`config.mk`:
```
export PLATFORM = sky130hd
export DESIGN_NAME = ascii_pin_command_interpreter
export DESIGN_NICKNAME = d
export VERILOG_FILES = /design/src/sv/aspci_pkg.sv /design/src/sv/aspci_queue.sv /design/src/sv/aspci_bcd.sv /design/src/sv/aspci_exec.sv /design/src/sv/ascii_pin_command_interpreter.sv
export SDC_FILE = /design/constraint.sdc
export NUM_CORES = 2
export LEC_CHECK = 0
export ABC_CLOCK_PERIOD_IN_PS = 7310
export BUFFER_PORTS_ARGS = -buffer_cell sky130_fd_sc_hd__buf_2
export CAP_MARGIN = 5
export CORE_ASPECT_RATIO = 0.5
export CORE_UTILIZATION = 43
export CTS_BUF_LIST = sky130_fd_sc_hd__clkbuf_8 sky130_fd_sc_hd__clkbuf_16
export DETAILED_ROUTE_END_ITERATION = 10
export SLEW_MARGIN = 30
export SYNTH_ARGS = -nofsm -noshare
export SYNTH_HDL_FRONTEND = slang
export SYNTH_SLANG_ARGS = --single-unit
```
`constraint.sdc`:
```
create_clock -name clock -period 7.31 [get_ports clock]
set_clock_uncertainty 0.15 [all_clocks]
set_input_delay 0.731 -clock clock [delete_from_list [all_inputs] [get_ports clock]]
set_output_delay 0.731 -clock clock [all_outputs]
set_load 0.02 [all_outputs]
```
`src/sv/aspci_pkg.sv`:
```
`default_nettype none
// ----------------------------------------------------------------------------
// aspci_pkg
// Shared types and constants of the ascii pin command interpreter.
// ----------------------------------------------------------------------------
package aspci_pkg;

   localparam int RESP_DEPTH_DEF = 63;
   localparam int CHAN_COUNT_DEF = 32;
   localparam int PIN_COUNT_DEF  = 64;

   // input operations
   localparam logic [1:0] OP_BYTE   = 2'd0;
   localparam logic [1:0] OP_SAMPLE = 2'd1;
   localparam logic [1:0] OP_CWRITE = 2'd2;
   localparam logic [1:0] OP_CREAD  = 2'd3;

   // result kinds
   localparam logic [2:0] KIND_BYTE   = 3'd0;
   localparam logic [2:0] KIND_MODE   = 3'd1;
   localparam logic [2:0] KIND_DWRITE = 3'd2;
   localparam logic [2:0] KIND_PWM    = 3'd3;
   localparam logic [2:0] KIND_DREAD  = 3'd4;
   localparam logic [2:0] KIND_AREAD  = 3'd5;
   localparam logic [2:0] KIND_CHAN   = 3'd6;

   // characters
   localparam logic [7:0] CH_NL    = 8'h0A;
   localparam logic [7:0] CH_TAB   = 8'h09;
   localparam logic [7:0] CH_SP    = 8'h20;
   localparam logic [7:0] CH_MINUS = 8'h2D;
   localparam logic [7:0] CH_ZERO  = 8'h30;
   localparam logic [7:0] CH_NINE  = 8'h39;
   localparam logic [7:0] CH_S_UP  = 8'h53;
   localparam logic [7:0] CH_S_LO  = 8'h73;
   localparam logic [7:0] CH_W_UP  = 8'h57;
   localparam logic [7:0] CH_W_LO  = 8'h77;
   localparam logic [7:0] CH_R_UP  = 8'h52;
   localparam logic [7:0] CH_R_LO  = 8'h72;
   localparam logic [7:0] CH_N_UP  = 8'h4E;
   localparam logic [7:0] CH_N_LO  = 8'h6E;
   localparam logic [7:0] PWM_MAX  = 8'd255;

   typedef struct packed {
      logic [1:0]         op;
      logic [7:0]         rx_byte;
      logic [9:0]         sample;
      logic [4:0]         chan_index;
      logic signed [15:0] chan_data;
   } req_type;

   typedef struct packed {
      logic [2:0]         kind;
      logic [6:0]         pin;
      logic [7:0]         level;
      logic [7:0]         tx_byte;
      logic signed [15:0] chan_out;
      logic               truncated;
      logic               last;
   } rsp_type;

endpackage
`default_nettype wire

```
`src/sv/aspci_queue.sv`:
```
`default_nettype none
// ----------------------------------------------------------------------------
// aspci_queue
// Two-entry queue between the input channel and the command executor.
// ----------------------------------------------------------------------------
module aspci_queue
   import aspci_pkg::*;
(
   input  logic    clock,
   input  logic    reset,
   input  logic    push_valid,
   input  req_type push_data,
   output logic    push_stall,
   output logic    pop_valid,
   output req_type pop_data,
   input  logic    pop
);

   localparam int DEPTH = 2;

   req_type    slot_ff [DEPTH];
   logic       wr_ptr_ff, wr_ptr_in;
   logic       rd_ptr_ff, rd_ptr_in;
   logic [1:0] count_ff, count_in;
   logic       do_push, do_pop;

   assign push_stall = (count_ff == 2'(DEPTH));
   assign pop_valid  = (count_ff != 2'd0);
   assign pop_data   = slot_ff[rd_ptr_ff];
   assign do_push    = push_valid && !push_stall;
   assign do_pop     = pop && pop_valid;

   always_comb begin
      wr_ptr_in = wr_ptr_ff ^ do_push;
      rd_ptr_in = rd_ptr_ff ^ do_pop;
      count_in  = count_ff + 2'(do_push) - 2'(do_pop);
   end

   always_ff @(posedge clock) begin
      if (reset) begin
         wr_ptr_ff <= 1'b0;
         rd_ptr_ff <= 1'b0;
         count_ff  <= 2'd0;
      end else begin
         wr_ptr_ff <= wr_ptr_in;
         rd_ptr_ff <= rd_ptr_in;
         count_ff  <= count_in;
      end
   end

   always_ff @(posedge clock) begin
      if (do_push) begin
         slot_ff[wr_ptr_ff] <= push_data;
      end
   end

endmodule
`default_nettype wire

```
`src/sv/aspci_bcd.sv`:
```
`default_nettype none
// ----------------------------------------------------------------------------
// aspci_bcd
// Shift-and-add-three converter, one bit a cycle, 16 bits to five digits.
// ----------------------------------------------------------------------------
module aspci_bcd
   import aspci_pkg::*;
(
   input  logic        clock,
   input  logic        reset,
   input  logic        start,
   input  logic [15:0] value,
   output logic        done,
   output logic [19:0] digits
);

   logic [15:0] bin_ff, bin_in;
   logic [19:0] bcd_ff, bcd_in;
   logic [3:0]  cnt_ff, cnt_in;
   logic        busy_ff, busy_in;
   logic        done_ff, done_in;

   assign done   = done_ff;
   assign digits = bcd_ff;

   always_comb begin
      logic [19:0] adj;
      adj     = bcd_ff;
      bin_in  = bin_ff;
      bcd_in  = bcd_ff;
      cnt_in  = cnt_ff;
      busy_in = busy_ff;
      done_in = 1'b0;
      for (int k = 0; k < 5; k++) begin
         if (bcd_ff[4*k +: 4] >= 4'd5) begin
            adj[4*k +: 4] = bcd_ff[4*k +: 4] + 4'd3;
         end
      end
      if (start) begin
         bin_in  = value;
         bcd_in  = '0;
         cnt_in  = '0;
         busy_in = 1'b1;
      end else if (busy_ff) begin
         {bcd_in, bin_in} = {adj[18:0], bin_ff, 1'b0};
         cnt_in = cnt_ff + 4'd1;
         if (cnt_ff == 4'd15) begin
            busy_in = 1'b0;
            done_in = 1'b1;
         end
      end
   end

   always_ff @(posedge clock) begin
      if (reset) begin
         busy_ff <= 1'b0;
         done_ff <= 1'b0;
         cnt_ff  <= '0;
      end else begin
         busy_ff <= busy_in;
         done_ff <= done_in;
         cnt_ff  <= cnt_in;
      end
   end

   always_ff @(posedge clock) begin
      bin_ff <= bin_in;
      bcd_ff <= bcd_in;
   end

endmodule
`default_nettype wire

```
`src/sv/aspci_exec.sv`:
```
`default_nettype none
// ----------------------------------------------------------------------------
// aspci_exec
// Command parser and executor: response store, channel store, result register.
// ----------------------------------------------------------------------------
module aspci_exec
   import aspci_pkg::*;
#(
   parameter int RESP_DEPTH = RESP_DEPTH_DEF,
   parameter int CHAN_COUNT = CHAN_COUNT_DEF,
   parameter int PIN_COUNT  = PIN_COUNT_DEF
)
(
   input  logic        clock,
   input  logic        reset,
   input  logic        item_valid,
   input  req_type     item,
   output logic        item_pop,
   input  logic [63:0] lock_mask,
   output logic        rsp_valid,
   output rsp_type     rsp_data,
   input  logic        rsp_stall
);

   localparam int FW  = $clog2(RESP_DEPTH + 1);
   localparam int AW  = $clog2(RESP_DEPTH);
   localparam int CIW = (CHAN_COUNT > 1) ? $clog2(CHAN_COUNT) : 1;
   localparam logic [5:0]    CC6   = 6'(CHAN_COUNT);
   localparam logic [FW-1:0] DEPTH = FW'(RESP_DEPTH);

   typedef enum logic [9:0] {
      PH_HDR   = 10'b0000000001,
      PH_SKIP  = 10'b0000000010,
      PH_CNT1  = 10'b0000000100,
      PH_CNT2  = 10'b0000001000,
      PH_PIN1  = 10'b0000010000,
      PH_PIN2  = 10'b0000100000,
      PH_MODE  = 10'b0001000000,
      PH_WVAL  = 10'b0010000000,
      PH_NSIGN = 10'b0100000000,
      PH_NVAL  = 10'b1000000000
   } phase_type;

   typedef enum logic [8:0] {
      XS_IDLE   = 9'b000000001,
      XS_APPEND = 9'b000000010,
      XS_CHRD   = 9'b000000100,
      XS_CONV   = 9'b000001000,
      XS_PATCH1 = 9'b000010000,
      XS_PATCH2 = 9'b000100000,
      XS_FLADDR = 9'b001000000,
      XS_FLDATA = 9'b010000000,
      XS_FLNL   = 9'b100000000
   } xstate_type;

   typedef enum logic [1:0] {
      CMD_S = 2'd0,
      CMD_W = 2'd1,
      CMD_R = 2'd2,
      CMD_N = 2'd3
   } cmd_type;

   phase_type   phase_ff, phase_in;
   xstate_type  state_ff, state_in;
   cmd_type     cmd_ff, cmd_in;
   logic [16:0] acc_ff, acc_in;
   logic [6:0]  entries_ff, entries_in;
   logic [6:0]  pin_ff, pin_in;
   logic [3:0]  d1_ff, d1_in;
   logic [3:0]  pin_ones_ff, pin_ones_in;
   logic [3:0]  mode_ff, mode_in;
   logic        minus_ff, minus_in;
   logic [6:0]  tally_ff, tally_in;
   logic [FW-1:0] slot_ff, slot_in;
   logic [FW-1:0] fill_ff, fill_in;
   logic        over_ff, over_in;
   logic [2:0]  digs_ff, digs_in;
   logic        await_ff, await_in;
   logic [7:0]  cb_ff [8];
   logic [7:0]  cb_in [8];
   logic [3:0]  cb_cnt_ff, cb_cnt_in;
   logic        act_ed_ff, act_ed_in;
   logic        nrd_ff, nrd_in;
   logic        neg_ff, neg_in;
   logic [4:0]  ch_ff, ch_in;
   logic [FW-1:0] fidx_ff, fidx_in;

   logic          out_valid_ff;
   rsp_type       out_ff;
   logic          out_free, load;
   rsp_type       pl;

   logic [7:0]    resp_mem [RESP_DEPTH];
   logic          rm_we;
   logic [AW-1:0] rm_wa;
   logic [7:0]    rm_wd;
   logic [7:0]    rm_rdata_ff;

   logic [15:0]    chan_mem [CHAN_COUNT];
   logic [CHAN_COUNT-1:0] cvalid_ff;
   logic           cm_we, cm_re;
   logic [CIW-1:0] cm_wa, cm_ra;
   logic [15:0]    cm_wd;
   logic [15:0]    cm_rdata_ff;

   logic        conv_start, conv_done;
   logic [15:0] conv_val;
   logic [19:0] conv_digits;

   aspci_bcd u_bcd (
      .clock  (clock),
      .reset  (reset),
      .start  (conv_start),
      .value  (conv_val),
      .done   (conv_done),
      .digits (conv_digits)
   );

   assign out_free  = !out_valid_ff || !rsp_stall;
   assign rsp_valid = out_valid_ff;
   assign rsp_data  = out_ff;

   // tens and ones digits of a small value, tens wrapped to one digit
   function automatic logic [7:0] split7(input logic [6:0] v);
      logic [3:0] t;
      logic [6:0] r;
      t = '0;
      for (int k = 1; k < 13; k++) begin
         if (v >= 7'(k * 10)) t = 4'(k);
      end
      r = v - 7'(t) * 7'd10;
      if (t >= 4'd10) t = t - 4'd10;
      return {t, r[3:0]};
   endfunction

   function automatic logic pin_free(input logic [6:0] p);
      return (32'(p) < PIN_COUNT) && !lock_mask[p[5:0]];
   endfunction

   function automatic logic [7:0] dchar(input logic [3:0] dv);
      return CH_ZERO + {4'b0, dv};
   endfunction

   always_comb begin
      logic [3:0]  d;
      logic [7:0]  b;
      logic [6:0]  ent, p;
      logic [16:0] acc10;
      logic [15:0] raw, mag, nv;
      logic [7:0]  sp;
      logic [FW:0] slot1;
      logic [4:0]  rdch;
      logic        ed_req, ed_dec, nval_req;

      b     = item.rx_byte;
      d     = (b >= CH_ZERO && b <= CH_NINE) ? 4'(b - CH_ZERO) : 4'd0;
      ent   = 7'(acc_ff) + 7'(d);
      p     = ent;
      acc10 = acc_ff * 17'd10 + 17'(d);
      raw   = '0;
      mag   = '0;
      nv    = '0;
      sp    = '0;
      slot1 = {1'b0, slot_ff} + (FW+1)'(1);
      rdch  = (item.op == OP_CREAD) ? item.chan_index : pin_ff[4:0];
      ed_req   = 1'b0;
      ed_dec   = 1'b0;
      nval_req = 1'b0;

      phase_in    = phase_ff;
      state_in    = state_ff;
      cmd_in      = cmd_ff;
      acc_in      = acc_ff;
      entries_in  = entries_ff;
      pin_in      = pin_ff;
      d1_in       = d1_ff;
      pin_ones_in = pin_ones_ff;
      mode_in     = mode_ff;
      minus_in    = minus_ff;
      tally_in    = tally_ff;
      slot_in     = slot_ff;
      fill_in     = fill_ff;
      over_in     = over_ff;
      digs_in     = digs_ff;
      await_in    = await_ff;
      cb_in       = cb_ff;
      cb_cnt_in   = cb_cnt_ff;
      act_ed_in   = act_ed_ff;
      nrd_in      = nrd_ff;
      neg_in      = neg_ff;
      ch_in       = ch_ff;
      fidx_in     = fidx_ff;

      item_pop   = 1'b0;
      load       = 1'b0;
      pl         = '0;
      rm_we      = 1'b0;
      rm_wa      = fill_ff[AW-1:0];
      rm_wd      = cb_ff[0];
      cm_we      = 1'b0;
      cm_re      = 1'b0;
      cm_wa      = item.chan_index[CIW-1:0];
      cm_wd      = item.chan_data;
      cm_ra      = rdch[CIW-1:0];
      conv_start = 1'b0;
      conv_val   = '0;

      case (state_ff)
         XS_IDLE: begin
            cm_re = 1'b1;
            if (item_valid && out_free) begin
               item_pop = 1'b1;
               case (item.op)
                  OP_BYTE: begin
                     if (!await_ff) begin
                        if (b == CH_NL) begin
                           fidx_in  = '0;
                           state_in = (fill_ff == '0) ? XS_FLNL : XS_FLADDR;
                        end else begin
                           case (phase_ff)
                              PH_HDR: begin
                                 if (b == CH_S_UP || b == CH_S_LO) begin
                                    cmd_in = CMD_S; phase_in = PH_CNT1;
                                 end else if (b == CH_W_UP || b == CH_W_LO) begin
                                    cmd_in = CMD_W; phase_in = PH_CNT1;
                                 end else if (b == CH_R_UP || b == CH_R_LO) begin
                                    cmd_in = CMD_R; phase_in = PH_CNT1;
                                 end else if (b == CH_N_UP || b == CH_N_LO) begin
                                    cmd_in = CMD_N; phase_in = PH_CNT1;
                                 end else if (b != CH_SP && b != CH_TAB) begin
                                    phase_in = PH_SKIP;
                                 end
                              end
                              PH_CNT1, PH_PIN1: begin
                                 acc_in   = 17'(d) * 17'd10;
                                 d1_in    = d;
                                 phase_in = (phase_ff == PH_CNT1) ? PH_CNT2 : PH_PIN2;
                              end
                              PH_CNT2: begin
                                 entries_in = ent;
                                 phase_in   = (ent == 7'd0) ? PH_HDR : PH_PIN1;
                                 if (cmd_ff == CMD_R) begin
                                    cb_in[0]  = CH_R_UP;
                                    cb_in[1]  = dchar(d1_ff);
                                    cb_in[2]  = dchar(d);
                                    cb_cnt_in = 4'd3;
                                    act_ed_in = 1'b0;
                                    state_in  = XS_APPEND;
                                 end else if (cmd_ff == CMD_N) begin
                                    cb_in[0]  = CH_N_UP;
                                    cb_in[1]  = CH_ZERO;
                                    cb_in[2]  = CH_ZERO;
                                    cb_cnt_in = 4'd3;
                                    act_ed_in = 1'b0;
                                    tally_in  = '0;
                                    slot_in   = (fill_ff < DEPTH) ? fill_ff + FW'(1) : fill_ff;
                                    state_in  = XS_APPEND;
                                 end
                              end
                              PH_PIN2: begin
                                 if (cmd_ff == CMD_N) p = {2'b0, ent[4:0]};
                                 pin_in      = p;
                                 pin_ones_in = d;
                                 phase_in    = PH_MODE;
                              end
                              PH_MODE: begin
                                 mode_in = d;
                                 case (cmd_ff)
                                    CMD_S: begin
                                       if (d <= 4'd2 && pin_free(pin_ff)) begin
                                          load     = 1'b1;
                                          pl.kind  = KIND_MODE;
                                          pl.pin   = pin_ff;
                                          pl.level = 8'(d);
                                          pl.last  = 1'b1;
                                       end
                                       ed_req = 1'b1;
                                    end
                                    CMD_W: begin
                                       if (d <= 4'd1) begin
                                          digs_in  = (d == 4'd0) ? 3'd1 : 3'd3;
                                          acc_in   = '0;
                                          phase_in = PH_WVAL;
                                       end else begin
                                          ed_req = 1'b1;
                                       end
                                    end
                                    CMD_R: begin
                                       cb_in[0]  = dchar(d1_ff);
                                       cb_in[1]  = dchar(pin_ones_ff);
                                       cb_cnt_in = 4'd2;
                                       state_in  = XS_APPEND;
                                       if (d <= 4'd1) begin
                                          load      = 1'b1;
                                          pl.kind   = (d == 4'd0) ? KIND_DREAD : KIND_AREAD;
                                          pl.pin    = pin_ff;
                                          pl.last   = 1'b1;
                                          await_in  = 1'b1;
                                          act_ed_in = 1'b0;
                                       end else begin
                                          act_ed_in = 1'b1;
                                       end
                                    end
                                    default: begin
                                       if (d == 4'd0) begin
                                          tally_in = tally_ff + 7'd1;
                                          ch_in    = pin_ff[4:0];
                                          nrd_in   = 1'b1;
                                          state_in = XS_CHRD;
                                       end else begin
                                          minus_in = 1'b0;
                                          acc_in   = '0;
                                          digs_in  = 3'd5;
                                          phase_in = PH_NSIGN;
                                       end
                                    end
                                 endcase
                              end
                              PH_WVAL: begin
                                 acc_in  = acc10;
                                 digs_in = digs_ff - 3'd1;
                                 if (digs_ff == 3'd1) begin
                                    if (pin_free(pin_ff)) begin
                                       load   = 1'b1;
                                       pl.pin = pin_ff;
                                       pl.last = 1'b1;
                                       if (mode_ff == 4'd0) begin
                                          pl.kind  = KIND_DWRITE;
                                          pl.level = 8'(acc10 != '0);
                                       end else begin
                                          pl.kind  = KIND_PWM;
                                          pl.level = (acc10 > 17'(PWM_MAX)) ? PWM_MAX
                                                                            : acc10[7:0];
                                       end
                                    end
                                    ed_req = 1'b1;
                                 end
                              end
                              PH_NSIGN: begin
                                 phase_in = PH_NVAL;
                                 if (b == CH_MINUS) minus_in = 1'b1;
                                 else nval_req = 1'b1;
                              end
                              PH_NVAL: begin
                                 nval_req = 1'b1;
                              end
                              default: begin
                              end
                           endcase
                        end
                     end
                  end
                  OP_SAMPLE: begin
                     if (await_ff) begin
                        await_in = 1'b0;
                        if (mode_ff == 4'd0) begin
                           cb_in[0]  = CH_ZERO + 8'(item.sample != '0);
                           cb_cnt_in = 4'd1;
                           act_ed_in = 1'b1;
                           state_in  = XS_APPEND;
                        end else begin
                           conv_start = 1'b1;
                           conv_val   = 16'(item.sample);
                           nrd_in     = 1'b0;
                           state_in   = XS_CONV;
                        end
                     end
                  end
                  OP_CWRITE: begin
                     if ({1'b0, item.chan_index} < CC6) cm_we = 1'b1;
                  end
                  default: begin
                     ch_in    = item.chan_index;
                     nrd_in   = 1'b0;
                     state_in = XS_CHRD;
                  end
               endcase
            end
         end
         XS_CHRD: begin
            if ({1'b0, ch_ff} < CC6 && cvalid_ff[ch_ff[CIW-1:0]]) raw = cm_rdata_ff;
            if (!nrd_ff) begin
               if (out_free) begin
                  load        = 1'b1;
                  pl.kind     = KIND_CHAN;
                  pl.chan_out = raw;
                  pl.last     = 1'b1;
                  state_in    = XS_IDLE;
               end
            end else begin
               mag        = raw[15] ? 16'(16'd0 - raw) : raw;
               neg_in     = raw[15];
               conv_start = 1'b1;
               conv_val   = mag;
               state_in   = XS_CONV;
            end
         end
         XS_CONV: begin
            if (conv_done) begin
               act_ed_in = 1'b1;
               state_in  = XS_APPEND;
               if (nrd_ff) begin
                  sp       = split7({2'b0, ch_ff});
                  cb_in[0] = dchar(sp[7:4]);
                  cb_in[1] = dchar(sp[3:0]);
                  if (neg_ff) begin
                     cb_in[2] = CH_MINUS;
                     for (int k = 0; k < 5; k++) cb_in[3+k] = dchar(conv_digits[4*(4-k) +: 4]);
                     cb_cnt_in = 4'd8;
                  end else begin
                     for (int k = 0; k < 5; k++) cb_in[2+k] = dchar(conv_digits[4*(4-k) +: 4]);
                     cb_cnt_in = 4'd7;
                  end
               end else begin
                  for (int k = 0; k < 4; k++) cb_in[k] = dchar(conv_digits[4*(3-k) +: 4]);
                  cb_cnt_in = 4'd4;
               end
            end
         end
         XS_APPEND: begin
            if (cb_cnt_ff != 4'd0) begin
               if (fill_ff < DEPTH) begin
                  rm_we   = 1'b1;
                  fill_in = fill_ff + FW'(1);
               end else begin
                  over_in = 1'b1;
               end
               for (int k = 0; k < 7; k++) cb_in[k] = cb_ff[k+1];
               cb_cnt_in = cb_cnt_ff - 4'd1;
            end else begin
               state_in = XS_IDLE;
               ed_req   = act_ed_ff;
            end
         end
         XS_PATCH1: begin
            sp    = split7(tally_ff);
            rm_wa = slot_ff[AW-1:0];
            rm_wd = dchar(sp[7:4]);
            rm_we = (slot_ff < fill_ff);
            state_in = XS_PATCH2;
         end
         XS_PATCH2: begin
            sp    = split7(tally_ff);
            rm_wa = slot1[AW-1:0];
            rm_wd = dchar(sp[3:0]);
            rm_we = (slot1 < {1'b0, fill_ff});
            ed_dec   = 1'b1;
            state_in = XS_IDLE;
         end
         XS_FLADDR: begin
            state_in = XS_FLDATA;
         end
         XS_FLDATA: begin
            if (out_free) begin
               load         = 1'b1;
               pl.tx_byte   = rm_rdata_ff;
               pl.truncated = over_ff;
               fidx_in      = fidx_ff + FW'(1);
               state_in     = (fidx_in == fill_ff) ? XS_FLNL : XS_FLADDR;
            end
         end
         XS_FLNL: begin
            if (out_free) begin
               load         = 1'b1;
               pl.tx_byte   = CH_NL;
               pl.truncated = over_ff;
               pl.last      = 1'b1;
               fill_in      = '0;
               over_in      = 1'b0;
               phase_in     = PH_HDR;
               entries_in   = '0;
               state_in     = XS_IDLE;
            end
         end
         default: begin
            state_in = XS_IDLE;
         end
      endcase

      // numeric channel write digit
      if (nval_req) begin
         acc_in  = acc10;
         digs_in = digs_ff - 3'd1;
         if (digs_ff == 3'd1) begin
            nv = minus_ff ? 16'(16'd0 - acc10[15:0]) : acc10[15:0];
            cm_wa = pin_ff[CIW-1:0];
            cm_wd = nv;
            cm_we = ({1'b0, pin_ff[4:0]} < CC6);
            ed_req = 1'b1;
         end
      end

      // end of one entry, the count echo is patched first for N
      if (ed_req && cmd_ff == CMD_N) begin
         state_in = XS_PATCH1;
      end else if (ed_req || ed_dec) begin
         entries_in = entries_ff - 7'(entries_ff != 7'd0);
         phase_in   = (entries_in == 7'd0) ? PH_HDR : PH_PIN1;
      end
   end

   always_ff @(posedge clock) begin
      if (reset) begin
         phase_ff     <= PH_HDR;
         state_ff     <= XS_IDLE;
         cmd_ff       <= CMD_S;
         acc_ff       <= '0;
         entries_ff   <= '0;
         pin_ff       <= '0;
         mode_ff      <= '0;
         minus_ff     <= 1'b0;
         tally_ff     <= '0;
         slot_ff      <= '0;
         fill_ff      <= '0;
         over_ff      <= 1'b0;
         digs_ff      <= '0;
         await_ff     <= 1'b0;
         cb_cnt_ff    <= '0;
         act_ed_ff    <= 1'b0;
         out_valid_ff <= 1'b0;
         cvalid_ff    <= '0;
      end else begin
         phase_ff     <= phase_in;
         state_ff     <= state_in;
         cmd_ff       <= cmd_in;
         acc_ff       <= acc_in;
         entries_ff   <= entries_in;
         pin_ff       <= pin_in;
         mode_ff      <= mode_in;
         minus_ff     <= minus_in;
         tally_ff     <= tally_in;
         slot_ff      <= slot_in;
         fill_ff      <= fill_in;
         over_ff      <= over_in;
         digs_ff      <= digs_in;
         await_ff     <= await_in;
         cb_cnt_ff    <= cb_cnt_in;
         act_ed_ff    <= act_ed_in;
         out_valid_ff <= load || (out_valid_ff && rsp_stall);
         if (cm_we) cvalid_ff[cm_wa] <= 1'b1;
      end
   end

   always_ff @(posedge clock) begin
      d1_ff       <= d1_in;
      pin_ones_ff <= pin_ones_in;
      cb_ff       <= cb_in;
      nrd_ff      <= nrd_in;
      neg_ff      <= neg_in;
      ch_ff       <= ch_in;
      fidx_ff     <= fidx_in;
      if (load) out_ff <= pl;
   end

   always_ff @(posedge clock) begin
      if (rm_we) resp_mem[rm_wa] <= rm_wd;
      rm_rdata_ff <= resp_mem[fidx_ff[AW-1:0]];
   end

   always_ff @(posedge clock) begin
      if (cm_we) chan_mem[cm_wa] <= cm_wd;
      if (cm_re) cm_rdata_ff <= chan_mem[cm_ra];
   end

endmodule
`default_nettype wire

```
`src/sv/ascii_pin_command_interpreter.sv`:
```
`default_nettype none
// ----------------------------------------------------------------------------
// ascii_pin_command_interpreter
// Parses a serial command line and turns it into pin actions and responses.
// ----------------------------------------------------------------------------
// Usage:
//  req_* carries one input beat (received byte, sample reply, local channel
//  write or read), taken when req_valid is high and req_stall low. Beats go
//  into a two-entry queue, so the next beat is taken while a result waits.
//  rsp_* carries result beats; rsp_data.last marks the final beat of an item.
//  csr_* writes the 64-bit pin lock mask; csr_ready is always high.
//  Flow: a beat passes the queue slot and the executor, and its result leaves
//  through the output register. A plain byte is handled in the idle state;
//  response characters are appended one at a time in the append state; a
//  number echo also passes the bit-serial decimal converter; an N entry adds
//  the count patching states. A newline flush sends each stored byte as a
//  read of the response memory and then an output beat, and ends with the
//  newline.
//  Reset clears the parser, the fill count, the lock mask and the channel
//  valid bits at once; no clearing pass is needed.
//  While rsp_stall is high the result is held and the executor waits; the
//  queue fills and then raises req_stall.
// ----------------------------------------------------------------------------
module ascii_pin_command_interpreter
   import aspci_pkg::*;
#(
   parameter int RESP_DEPTH = RESP_DEPTH_DEF,
   parameter int CHAN_COUNT = CHAN_COUNT_DEF,
   parameter int PIN_COUNT  = PIN_COUNT_DEF
)
(
   input  logic        clock,
   input  logic        reset,
   input  logic        req_valid,
   input  req_type     req_data,
   output logic        req_stall,
   output logic        rsp_valid,
   output rsp_type     rsp_data,
   input  logic        rsp_stall,
   input  logic        csr_valid,
   output logic        csr_ready,
   input  logic [63:0] csr_data
);

   logic [63:0] lock_ff;
   logic        q_valid, q_pop;
   req_type     q_data;

   assign csr_ready = 1'b1;

   always_ff @(posedge clock) begin
      if (reset) begin
         lock_ff <= '0;
      end else if (csr_valid && csr_ready) begin
         lock_ff <= csr_data;
      end
   end

   aspci_queue u_queue (
      .clock      (clock),
      .reset      (reset),
      .push_valid (req_valid),
      .push_data  (req_data),
      .push_stall (req_stall),
      .pop_valid  (q_valid),
      .pop_data   (q_data),
      .pop        (q_pop)
   );

   aspci_exec #(
      .RESP_DEPTH (RESP_DEPTH),
      .CHAN_COUNT (CHAN_COUNT),
      .PIN_COUNT  (PIN_COUNT)
   ) u_exec (
      .clock      (clock),
      .reset      (reset),
      .item_valid (q_valid),
      .item       (q_data),
      .item_pop   (q_pop),
      .lock_mask  (lock_ff),
      .rsp_valid  (rsp_valid),
      .rsp_data   (rsp_data),
      .rsp_stall  (rsp_stall)
   );

   a_pop_needs_beat: assert property (@(posedge clock) disable iff (reset)
      q_pop |-> q_valid)
      else $error("executor popped an empty queue");

   a_empty_no_stall: assert property (@(posedge clock) disable iff (reset)
      !q_valid |-> !req_stall)
      else $error("input stalled while queue empty");

   a_reset_clears: assert property (@(posedge clock)
      reset |=> !rsp_valid && !q_valid)
      else $error("beats survive reset");

endmodule
`default_nettype wire
```
==> impl_metrics.toml <==
[status]
status = "finished, final reports clean"

[floorplanning]
row_count = 96
io_pins = 157
die_w_um = 530
coreArea_um2 = 138000
die_height_um = 266
die_area_um2 = 141000
initial_core_util = 0.435

[grt]
grt_max_degree = 129
antenna_found_initial = 5
overflow = 0
grt_pass1_wl_mm = 225
grt_pass1_vias = 35002
grt_use_met3 = 0.0378
use_met2 = 0.347
grt.total_usage = 0.215
top_usage_layer = "met2"
gr-usage-met1 = 0.295

[logic_synthesis]
syn_inst = 3975
async_reset_ff_frac = 0
synth_area_leaders = "edfxtp_1 (59%), mux4_2 (11%), dfxtp_1 (7.3%)"
syn_area_per_cell_um2 = 15.1
synth_top_family_by_area = "multiplexers"
ys_warn_count = 0
ys_types = 89
yosys-top-cells-count = "edfxtp_1 (1175), nor2_1 (416), mux4_2 (286)"
synth.yosys.seq_area_share = 0.661
synth-compound-area-share = 0.0558
synth-main-ff-cell = "edfxtp_1"
synth_edf_count = 1175
synth_top_area_cell = "edfxtp_1"
synthXorXnorAreaFrac = 0.0144
ys_ff_latch = 1394
synth.net_count = 4173
yosysMostFrequentCell = "edfxtp_1"
netlist_area_um2 = 60100
muxShareOfSynthArea = 0.150
synthSimpleGateAreaFrac = 0.0818
yosys.area_share.adder = 0.0191
synth_top_area_share = 0.588

[sta]
hold_viol = 0
min_period_ps = 5590
drv_slew = 0
setup_tns_ps = 0
setup_ws_ps = 1720
worstMarginPinSlew_ps = 1000
setup_violations = 0
rsz0062_at_grt = "false"
fin_crit_sh = 0.765
fmax_ghz = 0.179
relSlewSlack = 0.332

[setup_path]
crit_fanout = 32
worstSetupEndpointType = "register"
reg2reg_depth = 13
worstSetupPathType = "reg2reg"
r2r_end = "u_exec.chan_mem[18][14]"
r2r_setup_slack_ps = 1720
r2r_start = "u_queue.rd_ptr_ff"
cp_data_required_time_ps = 7610
arrival_ps = 5890
critPathLaunchType = "register"

[place]
dpl_worst_slack_ps = 1460
portBuffers = 155
place.gp.congestion = 0.848
place_hpwl_mm = 94.4

[power]
peakVddDrop_mv = 0.221
power_density_nw_per_um2 = 290
power_leakage_nw = 22.8

[final_layout]
nets = 4406
fillCellCount = 11674
multiInputGateArea_um2 = 19600
synthToLayoutAreaGrowth_pct = 13.6
seq_area_um2 = 39700
drive_gt1_frac = 0.194

[drt]
routed_wl_mm = 151
postRouteAntennaNets = 0
drc = 0
drt_first_pass_iters = 5
wl_per_cell_um = 24.5
drt_iter0_drc = 3566
routed_via_density = 5.73
route.vias.total = 35368

[clock_network]
clock-sinks = 1394
clock_latency_ps = 770
cts_tree = "yes"
post_cts_buffers = 0
cts_max_path_buffers = 3
cts_hold_buf = 70
cts_max_level = 4
cts_resized = 0
cts_made_buffers = 130
cts-root-buf = "clkbuf_16"
path_clk_slew_ps = 70

[job]
maxCapViolCount = 0

[hold_path]
hold_depth = 3
hold_path_class = "in2reg"
min_from = "csr_data[10]"
hold_end = "lock_ff[10]"
power breakdown:
group | switching [mW] | internal, mW
sequential | 0.261 | 9.52
combinational | 2.12 | 1.04
clock | 3.09 | 3.73
total | 5.48 | 14.3
worst max-delay path, cell delays in order (launching register included):
cell     delay, ps
dfxtp_2        640
and3b_1        240
o22ai_1        480
nor3_1         180
ha_1           260
fa_1           480
a21oi_1        190
and4b_1        250
xnor2_1        420
nor4b_1        480
nand2_1        190
o41ai_1        470
xnor2_1        170
o21ai_4        640
registers in the layout, indices dropped and copies added, names as in the netlist, 9 cells and up:
name	count
lock_ff	64
u_exec.acc_ff	16
u_exec.cb_ff	43
u_exec.chan_mem	512
u_exec.cm_rdata_ff	16
u_exec.cvalid_ff	32
u_exec.phase_ff	10
u_exec.resp_mem	441
u_exec.rsp_data	44
u_exec.state_ff	9
u_exec.u_bcd.bin_ff	16
u_exec.u_bcd.digits	20
u_queue.slot_ff	82
cell type report:
cell class,count,area share
sequential,1394,0.582
clock buffer,141,0.0506
tap,1862,0.0342
clock inverter,93,0.0114
multi-input combinational,2313,0.287
antenna,1,0.0000367
inverter,57,0.00321
timing repair buffer,312,0.0319
stage by stage:
| stage | hold slack, ps | std cells | utilization | cell area (um^2) | total power, mW |
|---|---|---|---|---|---|
| after global placement | 293 | 5867 | 0.458 | 63200 | 13.0 |
| after detailed placement | 305 | 5867 | 0.459 | 63200 | 13.1 |
| final | 56.4 | 6173 | 0.495 | 68200 | 19.8 |
| after floorplan | 281 | 3975 | - | 60100 | 11.9 |
| after global routing | 16.3 | 6173 | 0.495 | 68200 | 20.5 |
| after CTS | 0.870 | 6171 | 0.494 | 68200 | 19.9 |
routing by layer:
metal / up-vias / share of wire
met4: 6 / 0.029
met3: 233 / 0.062
met1: 18132 / 0.43
li1: 15890 / -
met2: 1107 / 0.48
met5: - / 0.00024
logic make-up after synthesis:
logic type                 after synthesis
DFF                                   1394
and+or+nand+nor                       1050
AOI/OAI and AO/OA                      537
muxes                                  537
buffers and inverters                  268
xor gates and xnor gates                99
adders and majority gates               88
other                                    2
cells in the final DEF, fill, tap and decap left out, drive strengths merged, types with 82 or more instances in the layout:
cell    synthesis  layout
mux4          286     286
mux2i         203     203
o21ai         130     130
clkbuf        154     141
edfxtp       1175    1175
inv            55      89
a21oi         171     171
nor2          417     417
nand2         232     232
ha             82      82
dfxtp         219     219
buf            57     242
worst max-delay path by stage:
stage                      startpoint                 endpoint  slack, ps  depth (start not counted)
global placement    u_queue.rd_ptr_ff  u_exec.chan_mem[22][15]       1260                         14
global route        u_queue.rd_ptr_ff  u_exec.chan_mem[16][14]       1160                         13
CTS                 u_queue.rd_ptr_ff   u_exec.chan_mem[2][15]       1410                         14
detailed placement  u_queue.rd_ptr_ff  u_exec.chan_mem[20][15]       1460                         14
finish              u_queue.rd_ptr_ff  u_exec.chan_mem[18][14]       1720                         13
floorplan           u_queue.rd_ptr_ff   u_exec.chan_mem[0][14]       1070                         15
Note: power is estimated with default switching activity, not from simulation.
